**config.mk**
```make
export PLATFORM = sky130hd
export DESIGN_NAME = frame_time_pacing_smoother_unit
export DESIGN_NICKNAME = d
export VERILOG_FILES = /design/src/hw/rtl/ftps_pkg.sv /design/src/hw/rtl/ftps_arith.sv /design/src/hw/rtl/frame_time_pacing_smoother_unit.sv
export SDC_FILE = /design/constraint.sdc
export NUM_CORES = 2
export LEC_CHECK = 0
export BUFFER_PORTS_ARGS = -buffer_cell sky130_fd_sc_hd__buf_4
export CAP_MARGIN = 5
export CORE_MARGIN = 10
export CORE_UTILIZATION = 40
export DETAILED_ROUTE_END_ITERATION = 16
export MAX_ROUTING_LAYER = met4
export REMOVE_ABC_BUFFERS = 1
export SLEW_MARGIN = 10
export SYNTH_ARGS = -nofsm -noshare
export SYNTH_HDL_FRONTEND = slang
export SYNTH_HIERARCHICAL = 1
export SYNTH_SLANG_ARGS = --single-unit
```
**constraint.sdc**
```tcl
create_clock -name clk -period 11.2 [get_ports clk]
set_clock_uncertainty 0.15 [all_clocks]
set_input_delay 0.56 -clock clk [delete_from_list [all_inputs] [get_ports clk]]
set_output_delay 0.56 -clock clk [all_outputs]
set_load 0.01 [all_outputs]
```
**src/hw/rtl/ftps_pkg.sv**
```systemverilog
`timescale 1ns / 1ps
`default_nettype none
// ----------------------------------------------------------------------------
// ftps_pkg
// Shared types and constants of the frame time pacing smoother.
// ----------------------------------------------------------------------------
package ftps_pkg;

  localparam int WindowDepth = 9;
  localparam int MedianRank  = WindowDepth / 2;
  localparam int IdxW        = $clog2(WindowDepth);

  localparam logic ActStart = 1'b0;
  localparam logic ActTick  = 1'b1;

  typedef struct packed {
    logic        action;
    logic [63:0] timestamp_now;
  } in_t;

  typedef struct packed {
    logic [63:0] paced_delta;
    logic [63:0] raw_delta;
    logic [63:0] median_average;
  } out_t;

  typedef enum logic {
    OpDiv = 1'b0,
    OpMul = 1'b1
  } arith_op_t;

  typedef struct packed {
    logic        start;
    arith_op_t   op;
    logic [63:0] a;
    logic [63:0] b;
  } arith_req_t;

endpackage
`default_nettype wire

```
**src/hw/rtl/ftps_arith.sv**
```systemverilog
`timescale 1ns / 1ps
`default_nettype none
// ----------------------------------------------------------------------------
// ftps_arith
// Shared 64-bit serial unit: restoring divide a / b or product a * b modulo
// 2^64, two bits per cycle.
// ----------------------------------------------------------------------------
module ftps_arith (
  input  wire               clk,
  input  wire               rst,
  input  wire ftps_pkg::arith_req_t req,
  output logic              done,
  output logic [63:0]       result
);

  logic              busy;
  logic [4:0]        cnt;
  ftps_pkg::arith_op_t op;
  logic [63:0]       rem;   // remainder, or accumulator for a product
  logic [63:0]       quo;   // dividend and quotient, or multiplier
  logic [63:0]       opb;   // divisor, or shifted multiplicand

  logic [63:0] rem_next, quo_next, opb_next;
  logic [64:0] t0, t1;
  logic        ge0, ge1;
  logic [63:0] r0;

  always_comb begin
    t0 = {rem, quo[63]};
    ge0 = t0 >= {1'b0, opb};
    r0 = ge0 ? 64'(t0 - {1'b0, opb}) : t0[63:0];
    t1 = {r0, quo[62]};
    ge1 = t1 >= {1'b0, opb};
    if (op == ftps_pkg::OpDiv) begin
      rem_next = ge1 ? 64'(t1 - {1'b0, opb}) : t1[63:0];
      quo_next = {quo[61:0], ge0, ge1};
      opb_next = opb;
    end else begin
      rem_next = rem + (quo[0] ? opb : 64'd0) + (quo[1] ? {opb[62:0], 1'b0} : 64'd0);
      quo_next = {2'b00, quo[63:2]};
      opb_next = {opb[61:0], 2'b00};
    end
  end

  always_ff @(posedge clk) begin
    if (rst) begin
      busy <= 1'b0;
      done <= 1'b0;
      cnt  <= '0;
    end else begin
      done <= 1'b0;
      if (req.start) begin
        busy <= 1'b1;
        cnt  <= '0;
        op   <= req.op;
        rem  <= '0;
        if (req.op == ftps_pkg::OpDiv) begin
          quo <= req.a;
          opb <= req.b;
        end else begin
          quo <= req.b;
          opb <= req.a;
        end
      end else if (busy) begin
        rem <= rem_next;
        quo <= quo_next;
        opb <= opb_next;
        cnt <= cnt + 5'd1;
        if (cnt == 5'd31) begin
          busy <= 1'b0;
          done <= 1'b1;
        end
      end
    end
  end

  assign result = (op == ftps_pkg::OpDiv) ? quo : rem;

endmodule
`default_nettype wire

```
**src/hw/rtl/frame_time_pacing_smoother_unit.sv**
```systemverilog
`timescale 1ns / 1ps
`default_nettype none
// ----------------------------------------------------------------------------
// frame_time_pacing_smoother_unit
// Frame time pacing smoother: raw, median-averaged and paced frame deltas.
// ----------------------------------------------------------------------------
// Usage:
//   in_data carries action and timestamp_now; a request is taken when in_valid
//   is high and in_stall is low. A start request loads both clocks and gives
//   no result. A tick request gives one result on out_data.
//   in_stall is high while a tick is being worked on.
// Tick processing:
//   A tick sweeps the 9-entry delta window with one comparator to find the
//   median, one compare per cycle. With a nonzero average it then runs four
//   jobs in turn on the shared serial divide/multiply unit (frame count,
//   product, pacing blend, window value). When the window still holds a zero,
//   the sweep ends after the first candidate and the jobs are skipped.
// Reset:
//   rst (synchronous) clears both clocks, the running average, the window
//   position and the window valid bits, so every window entry reads zero.
// Stall:
//   A result waits in the output register while out_stall is high; a new
//   request may be taken meanwhile, and its result waits until the slot frees.
// ----------------------------------------------------------------------------
module frame_time_pacing_smoother_unit (
  input  wire              clk,
  input  wire              rst,
  input  wire              in_valid,
  output logic             in_stall,
  input  wire ftps_pkg::in_t in_data,
  output logic             out_valid,
  input  wire              out_stall,
  output ftps_pkg::out_t   out_data
);

  localparam int D = ftps_pkg::WindowDepth;
  localparam int W = ftps_pkg::IdxW;
  localparam logic [W-1:0] LastIdx = W'(D - 1);
  localparam logic [W-1:0] Rank    = W'(ftps_pkg::MedianRank);

  typedef enum logic [2:0] {
    IDLE, MED, AVG, DIVN, MUL, DIV6, DIVR, FIN
  } state_t;

  state_t      state;
  logic [63:0] last_time, smooth_clock, median_running;
  logic [63:0] raw, paced, avg, med, cnt_n, pushv;
  logic [W-1:0] pos, ci, cj, ci_d, cj_d, cnt;
  logic        pv, zf;

  logic [63:0] mem [D];
  logic [D-1:0] valid;
  logic [63:0] cand_q, wj_q;

  ftps_pkg::arith_req_t areq;
  logic        adone;
  logic [63:0] ares;

  ftps_arith u_arith (
    .clk(clk), .rst(rst), .req(areq), .done(adone), .result(ares)
  );

  logic        accept, slot_free, lt, zf_new;
  logic [W-1:0] cnt_new;
  logic [63:0] mr_new, n_fix;

  assign accept    = in_valid && !in_stall;
  assign in_stall  = (state != IDLE);
  assign slot_free = !out_valid || !out_stall;

  always_comb begin
    lt      = (wj_q < cand_q) || ((wj_q == cand_q) && (cj_d < ci_d));
    cnt_new = cnt + W'(lt);
    zf_new  = zf || ((ci_d == '0) && (wj_q == 64'd0));
    if (median_running == 64'd0) begin
      mr_new = med;
    end else begin
      mr_new = (med + ((median_running << 5) - median_running)) >> 5;
    end
    n_fix = (ares == 64'd0) ? 64'd1 : ares;
  end

  // Window storage: two registered read ports, one write port.
  always_ff @(posedge clk) begin
    cand_q <= valid[ci] ? mem[ci] : 64'd0;
    wj_q   <= valid[cj] ? mem[cj] : 64'd0;
    if (state == FIN && slot_free) begin
      mem[pos] <= pushv;
    end
  end

  always_ff @(posedge clk) begin
    if (rst) begin
      state          <= IDLE;
      last_time      <= '0;
      smooth_clock   <= '0;
      median_running <= '0;
      pos            <= '0;
      valid          <= '0;
      out_valid      <= 1'b0;
      areq.start     <= 1'b0;
      ci <= '0; cj <= '0; ci_d <= '0; cj_d <= '0; cnt <= '0; pv <= 1'b0; zf <= 1'b0;
    end else begin
      areq.start <= 1'b0;
      if (out_valid && !out_stall) begin
        out_valid <= 1'b0;
      end
      unique case (state)
        IDLE: begin
          if (accept) begin
            if (in_data.action == ftps_pkg::ActStart) begin
              last_time    <= in_data.timestamp_now;
              smooth_clock <= in_data.timestamp_now;
            end else begin
              raw       <= in_data.timestamp_now - last_time;
              last_time <= in_data.timestamp_now;
              paced     <= (in_data.timestamp_now > smooth_clock)
                           ? in_data.timestamp_now - smooth_clock : 64'd0;
              ci <= '0; cj <= '0; cnt <= '0; pv <= 1'b0; zf <= 1'b0;
              state <= MED;
            end
          end
        end
        MED: begin
          // Reads are registered, so compares use the delayed indices. A
          // candidate is the median when exactly Rank entries sort ahead of
          // it, ties broken by position.
          ci_d <= ci;
          cj_d <= cj;
          pv   <= 1'b1;
          if (cj == LastIdx) begin
            cj <= '0;
            if (ci != LastIdx) begin
              ci <= ci + W'(1);
            end
          end else begin
            cj <= cj + W'(1);
          end
          if (pv) begin
            zf <= zf_new;
            if (cj_d == LastIdx) begin
              cnt <= '0;
              if ((ci_d == '0) && zf_new) begin
                avg   <= 64'd0;
                pushv <= raw;
                state <= FIN;
              end else if (cnt_new == Rank) begin
                med   <= cand_q;
                state <= AVG;
              end
            end else begin
              cnt <= cnt_new;
            end
          end
        end
        AVG: begin
          median_running <= mr_new;
          avg            <= mr_new;
          if (mr_new == 64'd0) begin
            pushv <= raw;
            state <= FIN;
          end else begin
            areq.start <= 1'b1;
            areq.op    <= ftps_pkg::OpDiv;
            areq.a     <= paced + (mr_new >> 1);
            areq.b     <= mr_new;
            state      <= DIVN;
          end
        end
        DIVN: begin
          if (adone) begin
            cnt_n      <= n_fix;
            areq.start <= 1'b1;
            areq.op    <= ftps_pkg::OpMul;
            areq.a     <= avg;
            areq.b     <= n_fix;
            state      <= MUL;
          end
        end
        MUL: begin
          if (adone) begin
            areq.start <= 1'b1;
            areq.op    <= ftps_pkg::OpDiv;
            areq.a     <= paced + (ares << 2) + ares;
            areq.b     <= 64'd6;
            state      <= DIV6;
          end
        end
        DIV6: begin
          if (adone) begin
            paced      <= ares;
            areq.start <= 1'b1;
            areq.op    <= ftps_pkg::OpDiv;
            areq.a     <= raw;
            areq.b     <= cnt_n;
            state      <= DIVR;
          end
        end
        DIVR: begin
          if (adone) begin
            pushv <= ares;
            state <= FIN;
          end
        end
        FIN: begin
          if (slot_free) begin
            valid[pos]   <= 1'b1;
            pos          <= (pos == LastIdx) ? '0 : pos + W'(1);
            smooth_clock <= smooth_clock + paced;
            out_valid    <= 1'b1;
            out_data.paced_delta    <= paced;
            out_data.raw_delta      <= raw;
            out_data.median_average <= avg;
            state <= IDLE;
          end
        end
        default: state <= IDLE;
      endcase
    end
  end

  a_pos_range: assert property (@(posedge clk) disable iff (rst) pos <= LastIdx)
    else $error("window position out of range");
  a_tick_sweep: assert property (@(posedge clk) disable iff (rst)
    accept && in_data.action == ftps_pkg::ActTick |=> state == MED)
    else $error("tick did not start the median sweep");
  a_done_state: assert property (@(posedge clk) disable iff (rst)
    adone |-> (state == DIVN || state == MUL || state == DIV6 || state == DIVR))
    else $error("arithmetic result outside a waiting state");
  a_fin_free: assert property (@(posedge clk) disable iff (rst)
    state == FIN && !out_valid |=> state == IDLE && out_valid)
    else $error("result not delivered from a free slot");

endmodule
`default_nettype wire

```
== Word level (Yosys, flattened, before mapping) ==
Memory sizes are Yosys's and may differ from the RTL's. A register that Yosys moved wholly into a read port is not among the register bits.
Cells that the tools add are included.

* Bitwise gates (word level): 4
* Div/mod/pow operators: 0
* $mul: 0
* Order comparisons: 9
* Shift operators: 0
* Reduce and logical (&&, ||, !) cells: 50
* Muxes and demuxes: 84
* $add $sub $neg: 17
* Eq/ne operators: 30

{| class="wikitable"
|+ Operator list
! operator !! number
|-
| $mux 64 || 31
|-
| $mux 130 || 4
|-
| $pmux 130 s4 || 1
|-
| $add 64x64->64 || 6
|-
| $pmux 64 s2 || 3
|-
| $sub 64x64->64 || 5
|-
| $logic_not 64->1 || 4
|-
| $pmux 64 s3 || 1
|-
| $ge 65x64->1 || 2
|-
| $add 64x63->64 || 1
|-
| $eq 64x64->1 || 1
|-
| $gt 64x64->1 || 1
|-
| $lt 64x64->1 || 1
|-
| $mux 3 || 12
|-
| $mux 4 || 8
|-
| $pmux 3 s8 || 1
|-
| $pmux 4 s2 || 3
|-
| $ne 2x2->1 const B || 11
|-
| $lt 4x5->1 const B || 3
|-
| $mux 1 || 15
|-
| $reduce_and 5->1 || 3
|-
| $add 4x1->4 const B || 3
|-
| $eq 3x3->1 const B || 4
|-
| $eq 4x4->1 const B || 3
|-
| other kinds (32) || 67
|}

* Output and inout port bits: 194
* Word-level logic and storage cells: 229
* Bits in read-only memories: 0
* Flip-flop bits (word level): 1137
* Bits in latches: 0
* Input bits: 69
* Memories kept: 1
* RAM bits: 576

{| class="wikitable"
|+ Memories
! memory !! words !! width !! rd ports !! clocked after Yosys merged registers in !! write ports !! RTL line !! source
|-
| mem || 9 || 64 || 2 || 2 || 1 || frame_time_pacing_smoother_unit.sv:51 || <nowiki>logic [63:0] mem [D];</nowiki>
|}

== Longest topological paths before layout ==
* Depth in word-level cells: 10
* Gate-level depth with buffers: 30
* Mapped depth without buffers: 28

== Hierarchy ==
Netlist, hierarchy kept.

{| class="wikitable"
|+ By module, submodules not included
! module !! cells each !! area each (µm²) !! instances !! seq. area each (µm²)
|-
| frame_time_pacing_smoother_unit || 8074 || 90361.7 || 1 || 45673.8
|-
| ftps_arith || 3321 || 25807.3 || 1 || 5935.7
|}

== Worst setup path after synthesis ==
Ideal clock, no wire load.

* Kind: register -> register
* From: register median_running[18]
* To: register areq[0] (netlist bit), enable pin
* Clock period less this slack: 9.718 ns
* Arrival: 8.949 ns
* Buffers on the path: 1
* Stages on the path, launching flop included: 19
* Library setup time: 0.619 ns
* Slack: 1.482 ns
* Data required time: 10.431 ns
* Cell sequence: dfxtp_1 inv_1 fa_1 inv_1 ha_1 clkbuf_1 a21oi_1 o21ai_0 a31o_2 a21oi_1 nor2_1 nor3_1 o211ai_1 a21o_1 xnor2_1 o41ai_1 nand4b_1 nor3_1 nor2_1

* Longest elaborated chain between the ends: 6
* Elaborated cells on any way between the ends: 7
* Those cells by class: add/sub: 2; eq/ne: 1; mux: 1; reduce/logical: 3

{| class="wikitable"
|+ Ends and longest elaborated chain
! element !! RTL line !! source
|-
| start: declaration || frame_time_pacing_smoother_unit.sv:46 || <nowiki>logic [63:0] last_time, smooth_clock, median_running;</nowiki>
|-
| start signal: assignment || frame_time_pacing_smoother_unit.sv:157 || <nowiki>median_running <= mr_new;</nowiki>
|-
| $sub 64x64->64 || frame_time_pacing_smoother_unit.sv:78 || <nowiki>mr_new = (med + ((median_running << 5) - median_running)) >> 5;</nowiki>
|-
| $add 64x64->64 || frame_time_pacing_smoother_unit.sv:78 ||
|-
| $mux 64 (*) || frame_time_pacing_smoother_unit.sv:75 || <nowiki>if (median_running == 64'd0) begin</nowiki>
|-
| $logic_not 64->1 (*) || frame_time_pacing_smoother_unit.sv:159 || <nowiki>if (mr_new == 64'd0) begin</nowiki>
|-
| $ne 2x2->1 (no line) (*) || - ||
|-
| $reduce_and 6->1 (no line) (*) || - ||
|-
| end: declaration || frame_time_pacing_smoother_unit.sv:55 || <nowiki>ftps_pkg::arith_req_t areq;</nowiki>
|}

Mark *: on every way between the ends. The rest lies on a longest branch, timed or not.
A chain may end at the register's enable or synchronous reset.

== Worst setup path after layout ==
* From: register median_running[10]
* To: register areq[125] (netlist bit) (data pin)

* Longest elaborated chain between the ends: 6
* Elaborated cells on any way between the ends: 7
* Those cells by class: add/sub: 3; mux: 3; reduce/logical: 1

{| class="wikitable"
|+ Ends and longest elaborated chain
! element !! RTL line !! source
|-
| $sub 64x64->64 || frame_time_pacing_smoother_unit.sv:78 ||
|-
| $add 64x64->64 || frame_time_pacing_smoother_unit.sv:78 ||
|-
| $mux 64 (*) || frame_time_pacing_smoother_unit.sv:75 ||
|-
| via mr_new[39] || frame_time_pacing_smoother_unit.sv:65 || <nowiki>logic [63:0] mr_new, n_fix;</nowiki>
|-
| $add 64x63->64 (*) || frame_time_pacing_smoother_unit.sv:165 || <nowiki>areq.a <= paced + (mr_new >> 1);</nowiki>
|-
| $mux 130 (*) || frame_time_pacing_smoother_unit.sv:159 ||
|-
| $pmux 130 s4 (*) || frame_time_pacing_smoother_unit.sv:108 || <nowiki>unique case (state)</nowiki>
|}

Mark *: on every way through the listed nets, which the timed path passes. The rest lies on a longest branch. The select of a mux whose other input is x is not followed.

==> reports/qor.yml <==
status: "completed"
cp_slowest_cell: "dfxtp_1"
grt_pass1_wl_um: 644000
start_util_pct: 40.25
synth_seq_cells: 1841
tns_ns: 0
regMostFlops: "mem"
coreArea_um2: 288600
grt_util_all_layers_pct: 28.34
synth.avg_cell_area_um2: 10.19
gr-total-overflow: 0
die_h_um: 558.9
cts_resized: 0
wl_um: 452000
fmax_ghz: 0.1099
synth_area_um2: 116200
synth_most_common_cell: "edfxtp_1"
relSlewSlack_pct: 10.21
reg_top3: "mem: 576 flops, out_data: 192 flops, areq: 130 flops"
drc: 0
vias: 93800
grt_pass1_vias: 91310
worst_setup_path_end_kind: "register"
max_cap_viol_count: 0
clockBufferDepth: 4
async_reset_ff_share_pct: 0
antenna_left: 0
std_cell_rows: 197
rsz0062_at_grt: "false"
finalCritPeriodShare_pct: 81.25
synth_area_leaders: "edfxtp_1 38%, ha_1 7.1%, dfxtp_1 6.3%"
antenna_found_initial: 40
clk_latency_ns: 0.93
root_buffer: "clkbuf_16"
fillCellCount: 26910
wl_per_cell_um: 29.14
synth.largest_area_cell: "edfxtp_1"
largest_register_ffs: 576
setup_slack_ns: 2.100
synth_enable_flop_cells: 1474
cts.clk_slew.worst_paths_ns: 0.06
worst_path_most_repeated_cell: "a21oi_1"
port_buffers: 262
layout-drive-gt1-share_pct: 10.38
vias_per_cell: 6.046
tritoncts: "done"
cts-htree-levels: 4
hold_viol_final: 0
synth_cell_types: 107
ff_latch_area_um2: 51640
synth_top_flop_cell: "edfxtp_1"
die_w_um: 558.9
synth_cells: 11400
synth_top_area_share_pct: 38.10
hp-class: "input port to register"
gp_congestion: 1.063
drt-pass1-iter-count: 6
ys_top_cells_by_count: "1,474 x edfxtp_1, 1,244 x a21oi_1, 1,215 x nand2_1"
arrival_ns: 9.53
multi_input_area_um2: 59100
clock_sinks: 1841
critPathMaxFanout: 7
critPathRequiredTime_ns: 11.63
grt_max_degree: 131
critPathKind: "register to register"
dieArea_um2: 312400
dp_hpwl_um: 343800
start_kind: "register"
synth_warnings: 6
dp_slack_ns: 2.303
syn_to_final_growth_pct: 11.56
nNetsFinal: 12340
setup_viol: 0
drt-initial-drc-count: 10360
numCtsBuffers: 211
tightest_slew_ns: 1.337
ys_seq_area_share_pct: 44.43
worst_path_largest_cell_delay_ns: 0.83
ios: 263
fin_crit_ns: 9.100
finalMaxSlewViolations: 0
## repair_timing
| action | CTS | global route |
|---|---|---|
| hold buffers | 68 | 0 |
| buffers inserted | 0 | 0 |
| endpoints found under the hold margin | 178 | 0 |
## routing by layer
layer	vias up	GRT usage, %	wire length, µm
met5	-	-	0
met2	4409	42.69	199000
met1	46720	38.36	192800
li1	41900	-	-
met4	0	11.67	22890
met3	773	4.171	37340
## stage by stage
| step | cells | area [µm²] | hold WS (ns) | util (%) |
|---|---|---|---|---|
| after CTS | 15490 | 129500 | 0.01359 | 44.88 |
| after detailed placement | 15020 | 121800 | 0.2680 | 42.21 |
| final | 15510 | 129600 | 0.06392 | 44.90 |
| after floorplan | 10750 | 113600 | 0.2582 | - |
| after global placement | 15020 | 121800 | 0.2684 | 42.19 |
| after global routing | 15500 | 129600 | 0.04521 | 44.89 |
## worst max-delay path, delay by kind of cell (launching register included)
family	cells	cell delay (ns)
compound gates	17	5.05
flops	1	0.83
simple gates	1	0.33
buf+inv	3	0.42
xor+xnor	2	0.62
fa+ha+maj	3	1.38
## placed cells by master (no fill, tap or decap), types with 41 or more instances in the layout
cell / instances
a211oi_1: 165
a21o_1: 411
a21oi_1: 1243
a221o_1: 76
a221oi_1: 42
a222oi_1: 56
a31oi_1: 95
and2_1: 67
and3_1: 68
buf_4: 388
clkbuf_16: 216
dfxtp_1: 358
dlygate4sd3_1: 68
edfxtp_1: 1474
fa_1: 189
ha_1: 659
inv_1: 839
mux2_2: 71
mux2i_1: 158
mux4_2: 260
nand2_1: 1211
nand2b_1: 76
nand3_1: 135
nand4_1: 166
nor2_1: 740
nor2b_1: 138
nor3_1: 125
nor4_1: 80
o211ai_1: 41
o21a_1: 78
o21ai_0: 541
o21bai_1: 97
xnor2_1: 317
xor2_1: 210
## layout make-up
class	count	area share (%)
inverters	846	2.458
clock buffers	269	4.425
flip-flops and latches	1841	39.85
repair buffers	463	2.877
multi-input cells	8062	45.61
diodes	27	0.05214
well taps	3880	3.746
clock inverters	125	0.9906
## worst paths after layout
path,startpoint,to,slack [ns],depth (start not counted)
worst max-delay path,median_running[10],areq[125],2.10,26
worst max register to register,median_running[10],areq[125],2.10,26
worst min register to register,cand_q[30],med[30],0.28,0
worst min-delay path,in_data[64],raw[53],0.06,3
## logic make-up after synthesis
family,after synthesis,synth area share (%)
AO/OA/AOI/OAI,3242,17.66
AND/OR/NAND/NOR,2953,11.54
flip-flops,1841,44.43
buffers and inverters,1492,4.914
adder cells (fa/ha/maj),848,10.35
XOR/XNOR,527,3.973
multiplexers,492,7.129
Power is left out: the tool's default activity adds up to more than one toggle a clock period on the data nets, which glitch-free logic cannot reach.
